--- src/cwc_pkg.sv ---
package cwc_pkg;

  localparam int DAY_W   = 5;
  localparam int MONTH_W = 4;
  localparam int YEAR_W  = 14;
  localparam int COUNT_W = 19;

  localparam logic [DAY_W-1:0]   DAYS_PER_WEEK   = 5'd7;
  localparam logic [DAY_W-1:0]   LEAP_FEB_DAYS   = 5'd29;
  localparam logic [MONTH_W-1:0] MONTH_JAN       = 4'd1;
  localparam logic [MONTH_W-1:0] MONTH_FEB       = 4'd2;
  localparam logic [MONTH_W-1:0] MONTHS_PER_YEAR = 4'd12;
  localparam logic [YEAR_W-1:0]  YEAR_MIN        = 14'd1;
  localparam logic [YEAR_W-1:0]  YEAR_MAX        = 14'd9999;
  localparam logic [YEAR_W-1:0]  YEARS_PER_CENT  = 14'd100;
  localparam logic [YEAR_W-1:0]  YEARS_PER_CYCLE = 14'd400;

  // 400-year reduction: subtract 400 << k for k = MOD_STEPS-1 .. 0
  localparam int MOD_STEPS = 5;
  localparam int MOD_K_W   = $clog2(MOD_STEPS);

  localparam logic [DAY_W-1:0] MONTH_LEN [12] = '{
    5'd31, 5'd28, 5'd31, 5'd30, 5'd31, 5'd30,
    5'd31, 5'd31, 5'd30, 5'd31, 5'd30, 5'd31
  };

  typedef struct packed {
    logic [DAY_W-1:0]   start_day;
    logic [MONTH_W-1:0] start_month;
    logic [YEAR_W-1:0]  start_year;
    logic [DAY_W-1:0]   end_day;
    logic [MONTH_W-1:0] end_month;
    logic [YEAR_W-1:0]  end_year;
  } in_req_t;

  typedef struct packed {
    logic [COUNT_W-1:0] week_count;
    logic               bad_input;
  } out_res_t;

  function automatic logic [DAY_W-1:0] month_days(input logic [MONTH_W-1:0] m,
                                                  input logic leap);
    logic [MONTH_W-1:0] idx;
    idx = m - MONTH_JAN;
    if (m == MONTH_FEB && leap) begin
      return LEAP_FEB_DAYS;
    end else if (m >= MONTH_JAN && m <= MONTHS_PER_YEAR) begin
      return MONTH_LEN[idx];
    end else begin
      return MONTH_LEN[0];
    end
  endfunction

endpackage

--- src/calendar_week_counter.sv ---
// Channel | Ports                          | Moves
// --------+--------------------------------+-------------------------------------
// in      | in_valid, in_ready, in_data    | start and end date request
// out     | out_valid, out_ready, out_data | week count and bad-input flag
//
// Sequence: a request that is out of range or whose end precedes its start goes straight
// to the finish state. Otherwise the year mod-400 reduction runs first, then the week walk adds one
// date step per cycle through a single day/month/year carry unit.
// Reset: rst_n synchronous, clears the sequencer and the output valid.
// Stalls: the result sits in an output register; a new request is taken once the
// sequencer is idle, and a finished count waits only if the previous result is unread.
module calendar_week_counter (
  input  logic              clk,
  input  logic              rst_n,
  input  logic              in_valid,
  output logic              in_ready,
  input  cwc_pkg::in_req_t  in_data,
  output logic              out_valid,
  input  logic              out_ready,
  output cwc_pkg::out_res_t out_data
);
  import cwc_pkg::*;

  typedef enum logic [3:0] {
    ST_IDLE = 4'b0001,
    ST_MOD  = 4'b0010,
    ST_STEP = 4'b0100,
    ST_FIN  = 4'b1000
  } state_t;

  state_t               state_r, state_nxt;
  logic [DAY_W-1:0]     day_r, day_nxt;
  logic [MONTH_W-1:0]   mon_r, mon_nxt;
  logic [YEAR_W-1:0]    year_r, year_nxt;
  logic [YEAR_W-1:0]    yrem_r, yrem_nxt;
  logic [MOD_K_W-1:0]   k_r, k_nxt;
  logic [COUNT_W-1:0]   cnt_r, cnt_nxt;
  logic                 bad_r, bad_nxt;
  logic [DAY_W-1:0]     eday_r, eday_nxt;
  logic [MONTH_W-1:0]   emon_r, emon_nxt;
  logic [YEAR_W-1:0]    eyear_r, eyear_nxt;
  out_res_t             out_data_r, out_data_nxt;
  logic                 out_valid_r, out_valid_nxt;

  logic                 in_bad;
  logic                 in_order;
  logic [YEAR_W-1:0]    sub_val;
  logic                 leap;
  logic [DAY_W-1:0]     ml;
  logic [DAY_W:0]       sum;
  logic                 mwrap;
  logic                 ywrap;
  logic [DAY_W-1:0]     next_day;
  logic [MONTH_W-1:0]   next_mon;
  logic [YEAR_W-1:0]    next_year;
  logic [YEAR_W-1:0]    next_yrem;
  logic                 past_end;

  assign in_ready  = (state_r == ST_IDLE);
  assign out_valid = out_valid_r;
  assign out_data  = out_data_r;

  assign in_bad = (in_data.start_month < MONTH_JAN) || (in_data.start_month > MONTHS_PER_YEAR) ||
                  (in_data.end_month < MONTH_JAN) || (in_data.end_month > MONTHS_PER_YEAR) ||
                  (in_data.start_year < YEAR_MIN) || (in_data.start_year > YEAR_MAX) ||
                  (in_data.end_year < YEAR_MIN) || (in_data.end_year > YEAR_MAX);
  assign in_order = {in_data.start_year, in_data.start_month, in_data.start_day} >
                    {in_data.end_year, in_data.end_month, in_data.end_day};

  assign sub_val = YEARS_PER_CYCLE << k_r;

  // yrem_r holds year mod 400 once reduced
  assign leap = (year_r[1:0] == 2'b00) && (yrem_r != YEARS_PER_CENT) &&
                (yrem_r != (YEARS_PER_CENT << 1)) &&
                (yrem_r != (YEARS_PER_CYCLE - YEARS_PER_CENT));
  assign ml    = month_days(mon_r, leap);
  assign sum   = {1'b0, day_r} + {1'b0, DAYS_PER_WEEK};
  assign mwrap = sum > {1'b0, ml};
  assign ywrap = mwrap && (mon_r == MONTHS_PER_YEAR);

  always_comb begin
    next_day  = mwrap ? DAY_W'(sum - {1'b0, ml}) : sum[DAY_W-1:0];
    next_mon  = mon_r;
    next_year = year_r;
    next_yrem = yrem_r;
    if (mwrap) begin
      next_mon = (mon_r == MONTHS_PER_YEAR) ? MONTH_JAN : mon_r + MONTH_W'(1);
    end
    if (ywrap) begin
      next_year = year_r + YEAR_W'(1);
      next_yrem = (yrem_r == YEARS_PER_CYCLE - YEAR_W'(1)) ? '0 : yrem_r + YEAR_W'(1);
    end
  end

  assign past_end = {next_year, next_mon, next_day} > {eyear_r, emon_r, eday_r};

  always_comb begin
    state_nxt     = state_r;
    day_nxt       = day_r;
    mon_nxt       = mon_r;
    year_nxt      = year_r;
    yrem_nxt      = yrem_r;
    k_nxt         = k_r;
    cnt_nxt       = cnt_r;
    bad_nxt       = bad_r;
    eday_nxt      = eday_r;
    emon_nxt      = emon_r;
    eyear_nxt     = eyear_r;
    out_data_nxt  = out_data_r;
    out_valid_nxt = out_valid_r && !out_ready;
    unique case (state_r)
      ST_IDLE: begin
        if (in_valid) begin
          day_nxt   = in_data.start_day;
          mon_nxt   = in_data.start_month;
          year_nxt  = in_data.start_year;
          yrem_nxt  = in_data.start_year;
          k_nxt     = MOD_K_W'(MOD_STEPS - 1);
          eday_nxt  = in_data.end_day;
          emon_nxt  = in_data.end_month;
          eyear_nxt = in_data.end_year;
          bad_nxt   = in_bad;
          if (in_bad || in_order) begin
            cnt_nxt   = '0;
            state_nxt = ST_FIN;
          end else begin
            cnt_nxt   = COUNT_W'(1);
            state_nxt = ST_MOD;
          end
        end
      end
      ST_MOD: begin
        if (yrem_r >= sub_val) begin
          yrem_nxt = yrem_r - sub_val;
        end
        k_nxt = k_r - MOD_K_W'(1);
        if (k_r == '0) begin
          state_nxt = ST_STEP;
        end
      end
      ST_STEP: begin
        if (past_end) begin
          state_nxt = ST_FIN;
        end else begin
          cnt_nxt  = cnt_r + COUNT_W'(1);
          day_nxt  = next_day;
          mon_nxt  = next_mon;
          year_nxt = next_year;
          yrem_nxt = next_yrem;
        end
      end
      ST_FIN: begin
        if (!out_valid_r || out_ready) begin
          out_data_nxt.week_count = cnt_r;
          out_data_nxt.bad_input  = bad_r;
          out_valid_nxt           = 1'b1;
          state_nxt               = ST_IDLE;
        end
      end
      default: begin
        state_nxt = ST_IDLE;
      end
    endcase
  end

  always_ff @(posedge clk) begin
    if (!rst_n) begin
      state_r     <= ST_IDLE;
      out_valid_r <= 1'b0;
    end else begin
      state_r     <= state_nxt;
      out_valid_r <= out_valid_nxt;
    end
  end

  always_ff @(posedge clk) begin
    day_r      <= day_nxt;
    mon_r      <= mon_nxt;
    year_r     <= year_nxt;
    yrem_r     <= yrem_nxt;
    k_r        <= k_nxt;
    cnt_r      <= cnt_nxt;
    bad_r      <= bad_nxt;
    eday_r     <= eday_nxt;
    emon_r     <= emon_nxt;
    eyear_r    <= eyear_nxt;
    out_data_r <= out_data_nxt;
  end

  a_bad_zero: assert property (@(posedge clk) disable iff (!rst_n)
    out_valid && out_data.bad_input |-> out_data.week_count == '0)
    else $error("bad request reported a nonzero count");

  a_busy_after_accept: assert property (@(posedge clk) disable iff (!rst_n)
    in_valid && in_ready |=> !in_ready)
    else $error("request taken while sequencer busy");

  // the start day is taken as given; every stepped date is a real one
  a_walk_month: assert property (@(posedge clk) disable iff (!rst_n)
    state_r == ST_STEP |-> mon_r >= MONTH_JAN && mon_r <= MONTHS_PER_YEAR &&
                           (cnt_r == COUNT_W'(1) || day_r != '0))
    else $error("week walk reached an impossible date");

  a_walk_yrem: assert property (@(posedge clk) disable iff (!rst_n)
    state_r == ST_STEP |-> yrem_r < YEARS_PER_CYCLE)
    else $error("year residue not reduced before the walk");

endmodule

--- config.mk ---
export PLATFORM = sky130hd
export DESIGN_NAME = calendar_week_counter
export DESIGN_NICKNAME = d
export VERILOG_FILES = /design/src/cwc_pkg.sv /design/src/calendar_week_counter.sv
export SDC_FILE = /design/constraint.sdc
export NUM_CORES = 1
export LEC_CHECK = 0
export BUFFER_PORTS_ARGS = -buffer_cell sky130_fd_sc_hd__buf_2
export CAP_MARGIN = 20
export CORE_UTILIZATION = 33
export CTS_CLUSTER_SIZE = 10
export DETAILED_ROUTE_END_ITERATION = 16
export GPL_TIMING_DRIVEN = 0
export PLACE_DENSITY = 0.54
export RECOVER_POWER = 25
export SLEW_MARGIN = 20
export SYNTH_ARGS = -nofsm -noshare
export SYNTH_HDL_FRONTEND = slang
export SYNTH_SLANG_ARGS = --single-unit
--- constraint.sdc ---
create_clock -name clk -period 9 [get_ports clk]
set_input_delay 0.45 -clock clk [delete_from_list [all_inputs] [get_ports clk]]
set_output_delay 0.45 -clock clk [all_outputs]
set_load 0.03 [all_outputs]
# Word level (Yosys, flattened, before mapping)
# Memory sizes are Yosys's and may differ from the RTL's.
# Cells that the tools add are included.
[totals] wordCells=123 rom_bits=80 out_inout_bits=22 memories=1 inputBits=50 ff_bits=108
[memory_table] name="(no name shown)" words=16 word_bits=5 rd=1 rd_ports_with_merged_regs=0 wr=0 line_no="cwc_pkg.sv:48" source="return MONTH_LEN[idx];"
[op_classes] bitwise_logic=1 n_lt_le_gt_ge=15 n_shift=1 n_mux=36 n_eq_ne=17 n_reduce_logical=29 n_addsub=9
[ops] op="2-to-1 mux 14 bit" count=7
[ops] op="greater-than comparator 23 bit" count=2
[ops] op="case mux 14 bit (3 select lines)" count=1
[ops] op="2-to-1 mux 19 bit" count=2
[ops] op="case mux 19 bit (2 select lines)" count=1
[ops] op="2-to-1 mux 4 bit" count=9
[ops] op="2-to-1 mux 5 bit" count=7
[ops] op="adder 14 x 1 -> 14 bit (second input constant)" count=2
[ops] op="greater-than comparator 14 bit (second input constant)" count=2
[ops] op="less-than comparator 14 x 1 -> 1 bit (second input constant)" count=2
[ops] op="case mux 14 bit (2 select lines)" count=1
[ops] op="adder 19 x 1 -> 19 bit (second input constant)" count=1
[ops] op="case mux 4 bit (4 select lines)" count=1
[ops] op="equality test 14 x 9 -> 1 bit (second input constant)" count=1
[ops] op="greater-or-equal comparator 14 bit" count=1
[ops] op="!= test 14 x 7 -> 1 bit (second input constant)" count=1
[ops] op="!= test 14 x 8 -> 1 bit (second input constant)" count=1
[ops] op="!= test 14 x 9 -> 1 bit (second input constant)" count=1
[ops] op="!= test 2 bit (second input constant)" count=7
[ops] op="left shift 9 x 3 -> 14 bit (first input constant)" count=1
[ops] op="subtractor 14 bit" count=1
[ops] op="case mux 5 bit (2 select lines)" count=1
[ops] op="logical OR 1 bit" count=9
[ops] op="equality test 4 x 2 -> 1 bit (second input constant)" count=2
[ops] op="29 further kinds" count=44

# Logic depth before layout (Yosys ltp)
[depth] ltp_word=13 depth_mapped=23 ltp_nobuf=22

# Least setup slack after synthesis
# Ideal clock, no wire load.
[synth_path] kind="reg-to-reg" from="register yrem_r[11]" to="register cnt_r[0], enable pin" synth_period_minus_slack_ps=8238 path_buffers=1 setup_time_ps=506 path_stages_with_launch=20 t_arrival_ps=7732 required_time_ps=8494 setup_slack_ps=762 path_cell_list="edfxtp_1 -> or4_1 -> nor3_1 -> a31oi_1 -> or4_1 -> ha_1 -> fa_1 -> a21oi_1 -> and3_1 -> a21o_1 -> clkbuf_1 -> nand4_1 -> xnor2_1 -> ha_1 -> nand4_1 -> nor4_1 -> and2_1 -> a31oi_1 -> a21oi_1 -> a21boi_0"
[synth_via] elab_chain_cells=12 word_cells_on_any_way=17 classes_between="1 x add/sub; 2 x order compare; 4 x eq/ne; 4 x mux; 6 x reduce/logical"
[synth_lines] element="start, declared" line_no="calendar_week_counter.sv:35" source="logic [YEAR_W-1:0] yrem_r, yrem_nxt;"
[synth_lines] element="start signal, assigned" line_no="calendar_week_counter.sv:180" source="yrem_r <= yrem_nxt;"
[synth_lines] element="!= test 14 x 7 -> 1 bit" line_no="calendar_week_counter.sv:73" source="assign leap = (year_r[1:0] == 2'b00) && (yrem_r != YEARS_PER_CENT) &&"
[synth_lines] element="logical AND 1 bit (2 in a row)" line_no="calendar_week_counter.sv:73"
[synth_lines] element="logical AND 1 bit (*)" line_no="calendar_week_counter.sv:74" source="(yrem_r != (YEARS_PER_CENT << 1)) &&"
[synth_lines] element="logical AND 1 bit (*)" line_no="cwc_pkg.sv:45" source="if (m == MONTH_FEB && leap) begin"
[synth_lines] element="2-to-1 mux 5 bit (*)" line_no="cwc_pkg.sv:45"
[synth_lines] element="greater-than comparator 6 x 5 -> 1 bit" line_no="calendar_week_counter.sv:78" source="assign mwrap = sum > {1'b0, ml};"
[synth_lines] element="logical AND 1 bit" line_no="calendar_week_counter.sv:79" source="assign ywrap = mwrap && (mon_r == MONTHS_PER_YEAR);"
[synth_lines] element="2-to-1 mux 14 bit" line_no="calendar_week_counter.sv:89" source="if (ywrap) begin"
[synth_lines] element="greater-than comparator 23 bit (*)" line_no="calendar_week_counter.sv:95" source="assign past_end = {next_year, next_mon, next_day} > {eyear_r, emon_r, eday_r};"
[synth_lines] element="!= test 2 bit (no line) (*)"
[synth_lines] element="AND reduction 3 bit (no line) (*)"
[synth_lines] element="end signal, assigned" line_no="calendar_week_counter.sv:182" source="cnt_r <= cnt_nxt;"
[synth_lines] element="end, declared" line_no="calendar_week_counter.sv:37" source="logic [COUNT_W-1:0] cnt_r, cnt_nxt;"
# Mark *: on every way between the ends. The rest lies on a longest branch, timed or not.
# A chain may end at the register's enable or synchronous reset.

# Worst setup path in the final report
[layout_path] from="register yrem_r[11]" to="register yrem_r[2], enable pin"
[layout_via] elab_chain_cells=12 word_cells_on_any_way=20 classes_between="1 x add/sub; 3 x order compare; 6 x eq/ne; 4 x mux; 6 x reduce/logical"
[layout_lines] element="!= test 14 x 7 -> 1 bit" line_no="calendar_week_counter.sv:73"
[layout_lines] element="logical AND 1 bit (2 in a row)" line_no="calendar_week_counter.sv:73"
[layout_lines] element="logical AND 1 bit" line_no="calendar_week_counter.sv:74"
[layout_lines] element="logical AND 1 bit" line_no="cwc_pkg.sv:45"
[layout_lines] element="2-to-1 mux 5 bit" line_no="cwc_pkg.sv:45"
[layout_lines] element="greater-than comparator 6 x 5 -> 1 bit" line_no="calendar_week_counter.sv:78"
[layout_lines] element="logical AND 1 bit" line_no="calendar_week_counter.sv:79"
[layout_lines] element="2-to-1 mux 14 bit" line_no="calendar_week_counter.sv:89"
[layout_lines] element="greater-than comparator 23 bit" line_no="calendar_week_counter.sv:95"
[layout_lines] element="!= test 2 bit (no line)"
[layout_lines] element="AND reduction 5 bit (no line) (*)"
# Marks and branches as above.

==> flow_metrics.env <==
export IMPL_clock_skew_ns=0.0103
export IMPL_power_leakage_nw=3.25
export IMPL_vias=5590
export IMPL_clk_pin_slew_ns=0.08
export IMPL_grt_max_degree=26
export IMPL_worstPathArrival_ns=6.82
export IMPL_synth_nets=826
export IMPL_yosysWarnings=0
export IMPL_cts_hold_buf=0
export IMPL_ys_seq_area_frac=0.442
export IMPL_cts_root_buf="clkbuf_16"
export IMPL_utilization=0.390
export IMPL_crit_path_end_kind="flip-flop"
export IMPL_cts_buffers_inserted=9
export IMPL_cp_max_fo=14
export IMPL_combPwrFrac=0.478
export IMPL_critPathLaunchType="flip-flop"
export IMPL_whs_ns=0.280
export IMPL_initial_core_util=0.341
export IMPL_syn_inst=701
export IMPL_cts_resized_gates=0
export IMPL_fin_nets=911
export IMPL_finalHoldViolations=0
export IMPL_die_h_um=150
export IMPL_grt_pass1_vias=5293
export IMPL_first_pass_iters=5
export IMPL_post_cts_setup_buffers=0
export IMPL_min_path_type="in2reg"
export IMPL_maxCapViolCount=0
export IMPL_antenna_left=0
export IMPL_max_freq_ghz=0.146
export IMPL_cts_buffer_depth=2
export IMPL_final_common_cell="edfxtp_1"
export IMPL_wire_per_inst_um=17.0
export IMPL_p_int_w=0.00155
export IMPL_post_dp_hpwl_mm=13.8
export IMPL_portBuffers=71
export IMPL_cts_tree="built"
export IMPL_setup_viol=0
export IMPL_async_reset_ff_frac=0
export IMPL_p_per_area_nw_per_um2=328
export IMPL_htree_levels=3
export IMPL_crit_type="reg2reg"
export IMPL_fillCellCount=2133
export IMPL_drc_errors=0
export IMPL_drv_slew=0
export IMPL_drive_above_1_share=0.124
export IMPL_setup_tns_ns=0
export IMPL_crit_chain="or4_1 > nor3_1 > a31oi_1 > or4_1 > ha_1 > fa_1 > a21oi_1 > and3_1 > a21o_1 > clkbuf_1 > nand3_1 > xnor2_1 > ha_1 > a21oi_1 > o21ai_0 > a221oi_1 > a31oi_1 > a21oi_1 > o311a_1"
export IMPL_layout_area_seq_um2=3190
export IMPL_power_frac_seq=0.372
export IMPL_postSynthAreaPerCell_um2=10.3
export IMPL_clock_latency_ns=0.36
export IMPL_core_area_um2=21200
export IMPL_die_w_um=150
export IMPL_status="finished, final reports clean"
export IMPL_place_gp_congestion=0.834
export IMPL_ios=72
export IMPL_layout_worst_path_cycle_share=0.759
export IMPL_floorplan_rows=53
export IMPL_synth_edff_count=103
export IMPL_netlist_area_um2=7230
export IMPL_detail_route_vias_per_cell=5.24
export IMPL_area_growth_syn_to_layout_pct=14.4
export IMPL_overflow=0
export IMPL_grt_pass1_wl_mm=28.6
export IMPL_period_minus_slack_ns=6.83
export IMPL_clkSinkCount=108
export IMPL_drt_initial_drc_count=313
export IMPL_required_ns=8.99
export IMPL_drt_total_wl_mm=18.1
export IMPL_worstMarginPinSlew_ns=1.13
export IMPL_cpPeakStageDelay_ns=0.68
export IMPL_clockPowerShare=0.150
export IMPL_cpMaxStageDelayCell="o311a_1"
export IMPL_swShare=0.430
export IMPL_maxSlewHeadroom=0.243
export IMPL_final_cell_mix="edfxtp_1 (103), ha_1 (74), inv_1 (68)"
export IMPL_synth_seq_cells=108
export IMPL_track_usage=0.168
export IMPL_diodes=0
export IMPL_ir_worst_vdd_v=0.000175
export IMPL_cpMostUsedCell="a21oi_1"
export IMPL_die_area_um2=22500
export IMPL_antenna_found_initial=0
export IMPL_switchingPower_w=0.00117
export IMPL_synth_flop_cell="edfxtp_1"
export IMPL_synthDistinctLibCells=64
export IMPL_multi_input_area_um2=3740
export IMPL_rsz0062_at_grt="false"
[cells in the mapped netlist, types with 3 or more instances]
cell	n	area (um2)
clkbuf_1	15	56.3
o221ai_1	7	61.3
nand2b_1	6	37.5
a31oi_1	4	25.0
a21o_1	4	30.0
nor2b_1	5	31.3
xnor2_1	23	201
or2_2	3	18.8
nor3_1	15	75.1
dfxtp_1	5	100
or4b_2	4	40.0
a21boi_0	4	30.0
nand3_1	24	120
o31ai_1	4	30.0
edfxtp_1	103	3090
or3_1	6	37.5
or4_1	3	22.5
and4_1	7	61.3
nand2_1	53	199
a22oi_1	7	52.6
a221oi_1	3	26.3
mux2_2	21	236
and3_1	10	62.6
ha_1	74	926
mux2i_1	3	30.0
a21oi_1	37	185
a211oi_1	3	22.5
nor2_1	49	184
o21ai_0	32	160
nand4_1	18	113
nor4_1	8	50.1
o41ai_1	3	26.3
xor2_1	26	228
inv_1	68	255
and2_1	4	25.0
[power groups by stage]
stage / Combinational [W] / Sequential (W) / Clock (W)
floorplan: 0.000911 / 0.00101 / 0
global route: 0.00146 / 0.00104 / 0.000437
global placement: 0.00121 / 0.00105 / 0
detailed placement: 0.00129 / 0.00102 / 0
CTS: 0.00130 / 0.00101 / 0.000422
finish: 0.00130 / 0.00101 / 0.000407
[metrics by stage]
| step | setup slack (ns) | total power [W] | instances | instance area, um2 |
|---|---|---|---|---|
| floorplan | 0.762 | 0.00192 | 701 | 7230 |
| global placement | -2.08 | 0.00226 | 1047 | 7930 |
| detailed placement | 2.15 | 0.00231 | 1050 | 8010 |
| CTS | 2.12 | 0.00273 | 1066 | 8300 |
| global route | 1.68 | 0.00294 | 1066 | 8270 |
| finish | 2.17 | 0.00271 | 1066 | 8270 |
[final timing paths]
| check | startpoint | end | slack (ns) | cells after the start |
|---|---|---|---|---|
| max | yrem_r[11] | yrem_r[2] | 2.17 | 19 |
| min | in_data[22] | eday_r[4] | 0.28 | 1 |
| max reg2reg | yrem_r[11] | yrem_r[2] | 2.17 | 19 |
| min reg2reg | bad_r | out_data[0] | 0.48 | 0 |
[layout make-up]
| cell class | instances | area share |
|---|---|---|
| Buffer | 17 | 0.00787 |
| Clock buffer | 9 | 0.0272 |
| Clock inverter | 7 | 0.00862 |
| Inverter | 68 | 0.0309 |
| Multi-Input combinational cell | 508 | 0.452 |
| Sequential cell | 108 | 0.386 |
| Tap cell | 275 | 0.0416 |
| Timing Repair Buffer | 74 | 0.0458 |
[layer usage]
layer | track usage | wire length [um]
met2 | 0.274 | 8290
met3 | 0.0256 | 738
met4 | 0.0444 | 282
met5 | 0 | 0
met1 | 0.231 | 8810
[sequential cells by signal, summed over array words and instances (netlist names)]
register,flops
bad_r,1
yrem_r,14
state_r,4
eday_r,5
year_r,14
out_valid,1
day_r,5
mon_r,4
cnt_r,19
out_data,20
emon_r,4
eyear_r,14
k_r,3
[cell families after synthesis]
| kind of cell | after synthesis | share of synthesized area |
|---|---|---|
| compound gates | 129 | 0.116 |
| xor+xnor | 49 | 0.0594 |
| fa+ha+maj | 75 | 0.131 |
| buf+inv | 85 | 0.0443 |
| flops | 108 | 0.442 |
| mux | 24 | 0.0369 |
| simple gates | 231 | 0.171 |
[critical path: cells and delay by family (launching register included)]
| family | cells | cell delay [ns] |
|---|---|---|
| and+or+nand+nor | 5 | 1.79 |
| DFF | 1 | 0.48 |
| xor gates and xnor gates | 1 | 0.30 |
| buffers and inverters | 1 | 0.37 |
| AOI/OAI and AO/OA | 9 | 2.57 |
| adders and majority gates | 3 | 0.96 |
(Power assumes the default switching activity.)
